## config.mk

```make
export PLATFORM = sky130hd
export DESIGN_NAME = morse_symbol_keyer
export DESIGN_NICKNAME = d
export VERILOG_FILES = /design/src/hw/rtl/msk_pkg.sv /design/src/hw/rtl/msk_core.sv /design/src/hw/rtl/morse_symbol_keyer.sv
export VERILOG_INCLUDE_DIRS = /design/src /design/src/hw/rtl
export SDC_FILE = /design/constraint.sdc
export NUM_CORES = 1
export LEC_CHECK = 0
export BUFFER_PORTS_ARGS = -buffer_cell sky130_fd_sc_hd__clkbuf_2
export CORE_MARGIN = 10
export CORE_UTILIZATION = 56
export DETAILED_ROUTE_END_ITERATION = 10
export PLACE_DENSITY = 0.77
export REMOVE_ABC_BUFFERS = 1
export SYNTH_ARGS = -nofsm -noshare
export SYNTH_HDL_FRONTEND = slang
export SYNTH_SLANG_ARGS = --single-unit
```

## constraint.sdc

```tcl
create_clock -name clk_i -period 2.7 [get_ports clk_i]
set_input_delay 0.54 -clock clk_i [delete_from_list [all_inputs] [get_ports clk_i]]
set_output_delay 0.54 -clock clk_i [all_outputs]
set_load 0.02 [all_outputs]
```

## src/hw/rtl/morse_symbol_keyer_defines.svh

```systemverilog
// Assertion macros for the Morse keyer.
`ifndef MORSE_SYMBOL_KEYER_DEFINES_SVH
`define MORSE_SYMBOL_KEYER_DEFINES_SVH

`ifndef SYNTH
// Property that must hold at every clock edge out of reset
`define MSK_ASSERT(lbl, clk, rstn, prop) \
  lbl: assert property (@(posedge clk) disable iff (!rstn) (prop)) \
    else $error("keyer assertion failed");
// Implication checked in the cycle after the antecedent
`define MSK_ASSERT_NEXT(lbl, clk, rstn, pre, post) \
  lbl: assert property (@(posedge clk) disable iff (!rstn) (pre) |=> (post)) \
    else $error("keyer assertion failed");
`else
`define MSK_ASSERT(lbl, clk, rstn, prop)
`define MSK_ASSERT_NEXT(lbl, clk, rstn, pre, post)
`endif

`endif

```

## src/hw/rtl/msk_pkg.sv

```systemverilog
package msk_pkg;

  // Element limit per symbol and derived widths
  localparam int MaxElements = 5;
  localparam int LenW        = $clog2(MaxElements + 1);
  localparam int IdxW        = 3;
  localparam int TimeW       = 16;
  localparam int SymW        = 6;
  localparam int CfgIdxW     = 2;

  // Highest valid symbol code (letter Z)
  localparam logic [SymW-1:0] SymLast = 6'd35;

  // Operation codes
  localparam logic OpStart = 1'b0;
  localparam logic OpTick  = 1'b1;

  // Register indexes
  localparam logic [CfgIdxW-1:0] RegDot      = 2'd0;
  localparam logic [CfgIdxW-1:0] RegDash     = 2'd1;
  localparam logic [CfgIdxW-1:0] RegElemGap  = 2'd2;
  localparam logic [CfgIdxW-1:0] RegRepGap   = 2'd3;

  // Register reset values
  localparam logic [TimeW-1:0] DotReset     = 16'd100;
  localparam logic [TimeW-1:0] DashReset    = 16'd500;
  localparam logic [TimeW-1:0] ElemGapReset = 16'd100;
  localparam logic [TimeW-1:0] RepGapReset  = 16'd500;

  typedef struct packed {
    logic            operation;
    logic [SymW-1:0] symbol;
    logic            play_twice;
  } in_item_t;

  typedef struct packed {
    logic tone_on;
    logic busy_res;
    logic accepted;
  } out_item_t;

  typedef struct packed {
    logic [TimeW-1:0] dot_ticks;
    logic [TimeW-1:0] dash_ticks;
    logic [TimeW-1:0] element_gap_ticks;
    logic [TimeW-1:0] repeat_gap_ticks;
  } cfg_t;

  typedef struct packed {
    logic [4:0] pattern;  // bit i set: element i is a dash
    logic [2:0] len;
  } sym_code_t;

  // Dot/dash table: digits 0-9, then letters A-Z
  function automatic sym_code_t sym_lookup(logic [SymW-1:0] sym);
    sym_code_t c;
    c = '0;
    case (sym)
      6'd0:  c = '{5'h1F, 3'd5};
      6'd1:  c = '{5'h1E, 3'd5};
      6'd2:  c = '{5'h1C, 3'd5};
      6'd3:  c = '{5'h18, 3'd5};
      6'd4:  c = '{5'h10, 3'd5};
      6'd5:  c = '{5'h00, 3'd5};
      6'd6:  c = '{5'h01, 3'd5};
      6'd7:  c = '{5'h03, 3'd5};
      6'd8:  c = '{5'h07, 3'd5};
      6'd9:  c = '{5'h0F, 3'd5};
      6'd10: c = '{5'h02, 3'd2};
      6'd11: c = '{5'h01, 3'd4};
      6'd12: c = '{5'h05, 3'd4};
      6'd13: c = '{5'h01, 3'd3};
      6'd14: c = '{5'h00, 3'd1};
      6'd15: c = '{5'h04, 3'd4};
      6'd16: c = '{5'h03, 3'd3};
      6'd17: c = '{5'h00, 3'd4};
      6'd18: c = '{5'h00, 3'd2};
      6'd19: c = '{5'h0E, 3'd4};
      6'd20: c = '{5'h05, 3'd3};
      6'd21: c = '{5'h02, 3'd4};
      6'd22: c = '{5'h03, 3'd2};
      6'd23: c = '{5'h01, 3'd2};
      6'd24: c = '{5'h07, 3'd3};
      6'd25: c = '{5'h06, 3'd4};
      6'd26: c = '{5'h0B, 3'd4};
      6'd27: c = '{5'h02, 3'd3};
      6'd28: c = '{5'h00, 3'd3};
      6'd29: c = '{5'h01, 3'd1};
      6'd30: c = '{5'h04, 3'd3};
      6'd31: c = '{5'h08, 3'd4};
      6'd32: c = '{5'h06, 3'd3};
      6'd33: c = '{5'h09, 3'd4};
      6'd34: c = '{5'h0D, 3'd4};
      6'd35: c = '{5'h03, 3'd4};
      default: c = '0;
    endcase
    return c;
  endfunction

endpackage

```

## src/hw/rtl/msk_core.sv

```systemverilog
`include "morse_symbol_keyer_defines.svh"

module msk_core (
  input  logic                clk_i,
  input  logic                rst_ni,
  input  logic                step_i,
  input  msk_pkg::in_item_t   item_i,
  input  msk_pkg::cfg_t       cfg_i,
  output msk_pkg::out_item_t  res_o
);

  // Phase codes
  localparam logic [1:0] PhTone   = 2'd0;
  localparam logic [1:0] PhGap    = 2'd1;
  localparam logic [1:0] PhRepeat = 2'd2;

  logic                         active_q, active_d;
  logic                         pend_q, pend_d;
  logic [1:0]                   phase_q, phase_d;
  logic [4:0]                   pattern_q, pattern_d;
  logic [msk_pkg::LenW-1:0]     length_q, length_d;
  logic [msk_pkg::IdxW-1:0]     idx_q, idx_d, idx_inc;
  logic [msk_pkg::TimeW-1:0]    time_q, time_d;
  logic [7:0]                   pat_ext;
  msk_pkg::sym_code_t           code;
  logic [msk_pkg::LenW-1:0]     code_len;
  logic                         start_ok;

  // Table lookup and length clamp for a start
  assign code     = msk_pkg::sym_lookup(item_i.symbol);
  assign code_len = (int'(code.len) > msk_pkg::MaxElements)
                    ? msk_pkg::LenW'(msk_pkg::MaxElements)
                    : msk_pkg::LenW'(code.len);
  assign start_ok = (item_i.operation == msk_pkg::OpStart) && !active_q
                    && (item_i.symbol <= msk_pkg::SymLast);
  assign pat_ext  = {3'b000, pattern_q};
  assign idx_inc  = idx_q + msk_pkg::IdxW'(1);

  // Next state for one item
  always_comb begin
    active_d  = active_q;
    pend_d    = pend_q;
    phase_d   = phase_q;
    pattern_d = pattern_q;
    length_d  = length_q;
    idx_d     = idx_q;
    time_d    = time_q;
    if (start_ok) begin
      pattern_d = code.pattern;
      length_d  = code_len;
      idx_d     = '0;
      phase_d   = PhTone;
      pend_d    = item_i.play_twice;
      active_d  = 1'b1;
      time_d    = code.pattern[0] ? cfg_i.dash_ticks : cfg_i.dot_ticks;
    end else if (item_i.operation == msk_pkg::OpTick && active_q) begin
      if (time_q > msk_pkg::TimeW'(1)) begin
        time_d = time_q - msk_pkg::TimeW'(1);
      end else begin
        unique case (phase_q)
          PhTone: begin
            phase_d = PhGap;
            time_d  = cfg_i.element_gap_ticks;
          end
          PhGap: begin
            idx_d = idx_inc;
            if (msk_pkg::LenW'(idx_inc) < length_q) begin
              phase_d = PhTone;
              time_d  = pat_ext[idx_inc] ? cfg_i.dash_ticks : cfg_i.dot_ticks;
            end else if (pend_q) begin
              pend_d  = 1'b0;
              phase_d = PhRepeat;
              time_d  = cfg_i.repeat_gap_ticks;
            end else begin
              active_d = 1'b0;
              phase_d  = PhTone;
              time_d   = '0;
            end
          end
          PhRepeat: begin
            idx_d   = '0;
            phase_d = PhTone;
            time_d  = pattern_q[0] ? cfg_i.dash_ticks : cfg_i.dot_ticks;
          end
          default: begin
            active_d = 1'b0;
            phase_d  = PhTone;
            time_d   = '0;
            pend_d   = 1'b0;
          end
        endcase
      end
    end
  end

  // Result of this item
  assign res_o.tone_on  = active_d && (phase_d == PhTone);
  assign res_o.busy_res = active_d;
  assign res_o.accepted = start_ok;

  // Keyer state
  always_ff @(posedge clk_i or negedge rst_ni) begin
    if (!rst_ni) begin
      active_q  <= 1'b0;
      pend_q    <= 1'b0;
      phase_q   <= PhTone;
      pattern_q <= '0;
      length_q  <= '0;
      idx_q     <= '0;
      time_q    <= '0;
    end else if (step_i) begin
      active_q  <= active_d;
      pend_q    <= pend_d;
      phase_q   <= phase_d;
      pattern_q <= pattern_d;
      length_q  <= length_d;
      idx_q     <= idx_d;
      time_q    <= time_d;
    end
  end

  // Idle keyer sits in tone phase with a cleared timer
  `MSK_ASSERT(a_idle_clean, clk_i, rst_ni,
    !active_q |-> (phase_q == PhTone && time_q == '0 && !pend_q))
  // While an element is running its index stays inside the symbol
  `MSK_ASSERT(a_idx_in_range, clk_i, rst_ni,
    (active_q && phase_q != PhRepeat) |-> (idx_q < msk_pkg::IdxW'(length_q)))
  // A start while busy is never taken and leaves the pattern alone
  `MSK_ASSERT_NEXT(a_busy_start_ignored, clk_i, rst_ni,
    step_i && active_q && item_i.operation == msk_pkg::OpStart,
    $stable(pattern_q) && $stable(pend_q))

endmodule

```

## src/hw/rtl/morse_symbol_keyer.sv

```systemverilog
// Channel | Dir | Handshake           | Payload
// in      | in  | in_valid_i/in_stall_o   | in_data_i  (operation, symbol, play_twice)
// out     | out | out_valid_o/out_stall_i | out_data_o (tone_on, busy_res, accepted)
// cfg     | in  | cfg_valid_i/cfg_ready_o | cfg_index_i, cfg_data_i
//
// Each item passes from transfer to result through the input register, then
// through the keyer step into the result register. One item per cycle is
// sustained unless the result stalls; the keyer state update is the only loop.
// Reset is asynchronous; all registers but in_q and out_q come out at their defaults.
// A stalled result holds while an empty input register still takes one more item.
module morse_symbol_keyer (
  input  logic                        clk_i,
  input  logic                        rst_ni,
  input  logic                        in_valid_i,
  output logic                        in_stall_o,
  input  msk_pkg::in_item_t           in_data_i,
  output logic                        out_valid_o,
  input  logic                        out_stall_i,
  output msk_pkg::out_item_t          out_data_o,
  input  logic                        cfg_valid_i,
  output logic                        cfg_ready_o,
  input  logic [msk_pkg::CfgIdxW-1:0] cfg_index_i,
  input  logic [msk_pkg::TimeW-1:0]   cfg_data_i
);

  logic                in_valid_q;
  msk_pkg::in_item_t   in_q;
  logic                out_valid_q;
  msk_pkg::out_item_t  out_q;
  msk_pkg::cfg_t       cfg_q;
  msk_pkg::out_item_t  res;
  logic                advance;
  logic                step;

  // Pipeline movement
  assign advance    = !out_valid_q || !out_stall_i;
  assign step       = in_valid_q && advance;
  assign in_stall_o = in_valid_q && !advance;

  // Input register
  always_ff @(posedge clk_i or negedge rst_ni) begin
    if (!rst_ni) begin
      in_valid_q <= 1'b0;
    end else if (!in_stall_o) begin
      in_valid_q <= in_valid_i;
    end
  end

  always_ff @(posedge clk_i) begin
    if (in_valid_i && !in_stall_o) begin
      in_q <= in_data_i;
    end
  end

  // Configuration registers, always ready
  assign cfg_ready_o = 1'b1;

  always_ff @(posedge clk_i or negedge rst_ni) begin
    if (!rst_ni) begin
      cfg_q.dot_ticks         <= msk_pkg::DotReset;
      cfg_q.dash_ticks        <= msk_pkg::DashReset;
      cfg_q.element_gap_ticks <= msk_pkg::ElemGapReset;
      cfg_q.repeat_gap_ticks  <= msk_pkg::RepGapReset;
    end else if (cfg_valid_i) begin
      unique case (cfg_index_i)
        msk_pkg::RegDot:     cfg_q.dot_ticks         <= cfg_data_i;
        msk_pkg::RegDash:    cfg_q.dash_ticks        <= cfg_data_i;
        msk_pkg::RegElemGap: cfg_q.element_gap_ticks <= cfg_data_i;
        msk_pkg::RegRepGap:  cfg_q.repeat_gap_ticks  <= cfg_data_i;
        default: ;
      endcase
    end
  end

  // Keyer state and step logic
  msk_core u_core (
    .clk_i  (clk_i),
    .rst_ni (rst_ni),
    .step_i (step),
    .item_i (in_q),
    .cfg_i  (cfg_q),
    .res_o  (res)
  );

  // Result register
  always_ff @(posedge clk_i or negedge rst_ni) begin
    if (!rst_ni) begin
      out_valid_q <= 1'b0;
    end else if (advance) begin
      out_valid_q <= step;
    end
  end

  always_ff @(posedge clk_i) begin
    if (step) begin
      out_q <= res;
    end
  end

  assign out_valid_o = out_valid_q;
  assign out_data_o  = out_q;

endmodule
```

==> Yosys cells after proc, flatten, opt, wreduce, memory -nomap -nowiden <==
Memories as Yosys holds them, arrays and structs flattened. A register that Yosys moved wholly into a read port is not among the register bits.
Cells that the tools add are included.
W data, S select, Z words.
{ "totals": {"n_memories": 1, "output_inout_bits": 6, "regBits": 108, "elab_cells": 97, "mem_bits_ro": 512, "input_bits": 31} }
{ "mem_list": {"columns": ["memory", "words", "word_bits", "read_ports", "rd_ports_with_merged_regs", "write_ports", "line", "source"], "rows": [
  ["(name not given)", 64, 8, 1, 1, 0, "msk_pkg.sv:58", "case (sym)"]
]} }
{ "classes": {"eq_ne": 8, "bitwise": 1, "n_lt_le_gt_ge": 5, "mux": 34, "n_reduce_logical": 27, "add_sub_neg": 2} }
{ "op_table": {"columns": ["cell", "count"], "rows": [
  ["$mux W16", 8],
  ["$pmux W16 S3", 1],
  ["$gt A16 B1 Y1 const B", 1],
  ["$sub A16 B1 Y16 const B", 1],
  ["$mux W3", 4],
  ["$reduce_and A2 Y1", 6],
  ["$mux W1", 10],
  ["$mux W2", 5],
  ["$logic_and A1 B1 Y1", 7],
  ["$eq A2 B2 Y1 const B", 3],
  ["$le A6 B6 Y1 const B", 1],
  ["$logic_not A2 Y1", 3],
  ["$mux W6", 1],
  ["$pmux W3 S2", 1],
  ["$logic_not A1 Y1", 5],
  ["$reduce_and A5 Y1", 1],
  ["$eq A2 B1 Y1 const B", 2],
  ["$lt A3 B4 Y1 const B", 1],
  ["$ne A2 B1 Y1 const B", 2],
  ["$pmux W1 S2", 2],
  ["$pmux W2 S2", 1],
  ["$reduce_and A4 Y1", 1],
  ["$add A3 B1 Y3 const B", 1],
  ["$bmux W1 S3", 1],
  ["8 further kinds", 8]
]} }

==> Logic depth before layout (Yosys ltp) <==
{ "depth": {"depth_word": 9, "ltp_mapped": 12} }

==> Modules after synthesis <==
A second synthesis with hierarchy kept.
{ "unflattened": {"hier_cells": 619, "hier_area_um2": 6572.6} }
{ "modules_own_cells": {"columns": ["module", "seq_area_each_um2", "cells_per_inst", "n_inst", "area_per_inst_um2"], "rows": [
  ["msk_core", 775.7, 462, 1, 3711.1],
  ["morse_symbol_keyer", 2004.4, 157, 1, 2861.5]
]} }

==> Worst setup path before layout <==
OpenSTA, ideal clock, no wires.
{ "synth_timing": {"kind": "in2reg", "startpoint": "input port in_valid_i", "endpoint": "register, netlist name u_core.code[4]", "cell_stages": 7, "path_slack_ns": -0.222, "path_buffers": 1, "arrival_ns": 2.864, "t_required_ns": 2.642, "cell_sequence": "clkbuf_1 -> and2_0 -> mux2_2 -> ha_1 -> or4b_2 -> o211ai_1 -> a21o_1"} }
{ "synth_between": {"elab_chain_cells": 2} }
{ "synth_lines": {"columns": ["item", "line", "source"], "rows": [
  ["start: declaration", "morse_symbol_keyer.sv:14", "input logic in_valid_i,"],
  ["$logic_and A1 B1 Y1", "morse_symbol_keyer.sv:50", "if (in_valid_i && !in_stall_o) begin"],
  ["$mux W6 (no source line)", null, null]
]} }
No other way between the ends.
A chain may end at the register's enable or synchronous reset.

==> Worst setup path in the final report <==
{ "layout_timing": {"startpoint": "register u_core.time_q[5] (netlist name)", "endpoint": "register u_core.time_q[10] (netlist name)"} }
{ "layout_between": {"elab_chain_cells": 4} }
{ "layout_lines": {"columns": ["item", "line", "source"], "rows": [
  ["start: declaration", "msk_core.sv:23", "logic [msk_pkg::TimeW-1:0] time_q, time_d;"],
  ["start signal: assignment", "msk_core.sv:118", "time_q <= time_d;"],
  ["$sub A16 B1 Y16 / $gt A16 B1 Y1 (equally long branches)", "msk_core.sv:58, msk_core.sv:57", null],
  ["$mux W16 *", "msk_core.sv:57", "if (time_q > msk_pkg::TimeW'(1)) begin"],
  ["$mux W16 *", "msk_core.sv:56", "end else if (item_i.operation == msk_pkg::OpTick && active_q) begin"],
  ["$mux W16 *", "msk_core.sv:48", "if (start_ok) begin"]
]} }
Mark *: on every way between the ends. The rest lies on a longest branch, timed or not. The select of a mux whose other input is x is not followed.

==> results.py <==
metrics = {
    "grt": {
        "grt_util_all_layers_pct": 22.95,
        "grt_max_degree": 51,
        "grt_pass1_vias": 6031,
        "antenna_found_initial": 0,
        "grt_overflow": 0,
        "grt_pass1_wl_um": 30610,
    },
    "worst_setup_path": {
        "cp_cell_sequence": "or4_4 -> or4_1 -> or3_1 -> o22ai_1 -> a211oi_2 -> a311oi_1",
        "slowest_delay_ns": 0.56,
        "cp.arrival_ns": 2.93,
        "crit_family": "simple AND/OR/NAND/NOR gates",
        "startpoint": "u_core.time_q[5]",
        "start_kind": "register",
        "critPathRequiredTime_ns": 3.00,
        "path_buf_inv": 0,
        "worstReg2RegStart": "u_core.time_q[5]",
        "crit_fanout": 7,
        "endpoint_kind": "register",
        "crit_slowest_cell": "or4_4",
        "critPathKind": "reg -> reg",
    },
    "placement": {
        "dp_cells": 852,
        "pre_cts_ws_ns": -0.05744,
        "placed_cell_area_mm2": 0.007387,
        "io_buffers": 35,
        "dp_hpwl_um": 12770,
        "place_congestion": 1.008,
    },
    "timing": {
        "rsz0062_at_grt": "false",
        "setup_viol": 0,
        "slew_viol_final": 0,
        "slew_headroom_pct": 38.73,
        "fin_ws_ns": 0.07617,
        "max_freq_mhz": 381.1,
        "finClkSkew_ns": 0.01846,
        "whs_ns": 0.1411,
        "hold_violations": 0,
        "tightestPinTransition_ns": 0.9151,
        "min_period_ns": 2.624,
        "timing.final.crit_share_pct": 97.18,
        "setup_tns_ns": 0,
    },
    "synthesis": {
        "yosys_warnings": 0,
        "ys.flop_type": "dfrtp_1",
        "yosysUniqueCellTypes": 69,
        "ys_seq_area_share_pct": 43.49,
        "synth-simple-area-share_pct": 13.51,
        "synthArstFlopShare_pct": 83.62,
        "synthXorXnorAreaFrac_pct": 0.9067,
        "syn_inst": 654,
        "synth_area_per_cell_um2": 10.34,
        "synth_edf_count": 11,
        "syn-cell-area_mm2": 0.006761,
        "synthAdderAreaFrac_pct": 2.961,
        "synth_compound_area_share_pct": 15.54,
        "muxShareOfSynthArea_pct": 20.63,
        "ys_seq_elements": 116,
        "synth_top_family_by_area": "multiplexers",
    },
    "die": {
        "ios": 37,
        "dieWidth_um": 129.9,
        "start_util_pct": 56.76,
        "die_y_um": 129.9,
        "rows": 40,
        "dieArea_mm2": 0.01687,
        "core_mm2": 0.01191,
    },
    "worst_hold_path": {
        "hold_path.class": "in -> async",
    },
    "clock_network": {
        "clock-sinks": 116,
        "clock_latency_ns": 0.43,
        "cts-root-buf": "clkbuf_16",
        "clock_path_buffers": 2,
        "clk_pin_slew_ns": 0.06,
        "cts_buffers": 17,
        "htree_num_levels": 4,
        "cts_tree": "yes",
    },
    "final_layout": {
        "diodes": 0,
        "stdcell_area_mm2": 0.007986,
        "area_delta_synth_final_pct": 18.12,
        "nets": 773,
        "final_util_pct": 67.05,
        "drive_gt1_share_pct": 33.96,
        "stdcell_count": 886,
    },
    "run": {
        "drv_cap": 0,
    },
    "run_status": {
        "outcome": "complete, no violations",
    },
    "drt": {
        "ant_nets": 0,
        "via_per_inst": 6.512,
        "finalWirelength_um": 18410,
        "drt_pass1_iterations": 5,
        "wl_per_cell_um": 20.77,
        "vias": 5770,
        "drt_iter0_drc": 521,
        "route.detailed.drc": 0,
    },
    "power_and_ir_drop": {
        "power.leakage_nw": 3.266,
        "max-vdd-ir-drop_mv": 0.5590,
        "p_total_mw": 7.538,
        "power_density_mw_per_mm2": 943.8,
    },
}
-- flip-flops by register name (all words and copies together), names as in the netlist --
register and flops:
in_q 8, u_core.pattern_q 5, out_data_o 3, cfg_q 64, u_core.length_q 3, u_core.idx_q 3
in_valid_q 1, u_core.pend_q 1, u_core.code 8, out_valid_o 1, u_core.phase_q 2, u_core.time_q 16
u_core.active_q 1
-- timing repair --
| item | CTS | global route |
|---|---|---|
| resized for setup | 4 | 7 |
| setup buffers | 0 | 2 |
| hold buffers | 0 | 0 |
| setup endpoints to repair | 2 | 10 |
| pin swaps | 0 | 1 |
-- worst paths after layout --
path | end | slack, ns | cells past startpoint
max in group asynchronous | cfg_q[21] | 1.80 | 2
min reg2reg | u_core.pattern_q[1] | 0.46 | 1
min in group clk_i | in_q[7] | 0.29 | 1
max | u_core.time_q[10] | 0.08 | 6
min | cfg_q[16] | 0.14 | 1
max reg2reg | u_core.time_q[10] | 0.08 | 6
-- synth_stat cells, drive strengths merged (3+ instances only) --
cell type / number / area share [%]
nand2b: 12 / 1.1
nand4: 8 / 0.74
edfxtp: 11 / 4.9
inv: 12 / 0.67
o31ai: 4 / 0.44
xor2: 5 / 0.65
nor3: 16 / 1.3
and2: 6 / 0.56
dfxtp: 8 / 2.4
a22o: 8 / 1.0
o211a: 4 / 0.59
a22oi: 12 / 1.3
ha: 16 / 3.0
o22ai: 9 / 0.83
a32o: 3 / 0.44
a211oi: 7 / 0.78
nand2: 55 / 3.1
a311oi: 4 / 0.52
o211ai: 8 / 0.89
mux2: 97 / 16
and3: 3 / 0.28
clkbuf: 27 / 1.5
o21ai: 38 / 2.8
buf: 9 / 0.67
a21oi: 33 / 2.4
o21a: 3 / 0.33
mux2i: 28 / 4.1
nand3: 26 / 1.9
a31oi: 5 / 0.46
nor4: 12 / 1.2
dfstp: 18 / 7.0
nor2: 27 / 1.5
dfrtp: 79 / 29
or4: 4 / 0.50
-- final cells by class --
cell class                      instances  area (µm²)
Fill cell                             940        3925
Multi-Input combinational cell        489        3670
Sequential cell                       116        2940
Timing Repair Buffer                   89       599.3
Clock buffer                           18       429.2
Tap cell                              147       183.9
Clock inverter                         14       115.1
Inverter                               13       48.80
-- cell usage in the layout, fill, tap and decap left out, drive strengths merged, types with 9 or more instances in the layout --
master / count
nor2: 27
nor4: 12
edfxtp: 11
dfrtp: 79
mux2i: 28
a21oi: 33
nor3: 16
o21ai: 38
dfstp: 18
o22ai: 9
mux2: 97
nand2: 55
a22oi: 12
ha: 16
clkbuf: 52
buf: 55
nand3: 26
nand2b: 12
inv: 12
-- report_power, final --
part	switching (mW)	internal, mW
clock network	0.821	1.25
registers	0.404	2.21
logic	1.52	1.33
total	2.74	4.80
-- metal layers --
layer / routed length (µm) / global-route usage [%]
met3: 1344 / 6.815
met5: 0 / 0
met4: 581 / 10.78
met1: 7603 / 27.19
met2: 8876 / 37.64
-- cells by family after synthesis --
| kind of cell | after synthesis |
|---|---|
| adders and majority gates | 16 |
| muxes | 126 |
| other | 1 |
| DFF | 116 |
| and+or+nand+nor | 181 |
| buffers and inverters | 49 |
| xor gates and xnor gates | 7 |
| AOI/OAI and AO/OA | 158 |
No activity file was read; power rests on OpenSTA's default activity.
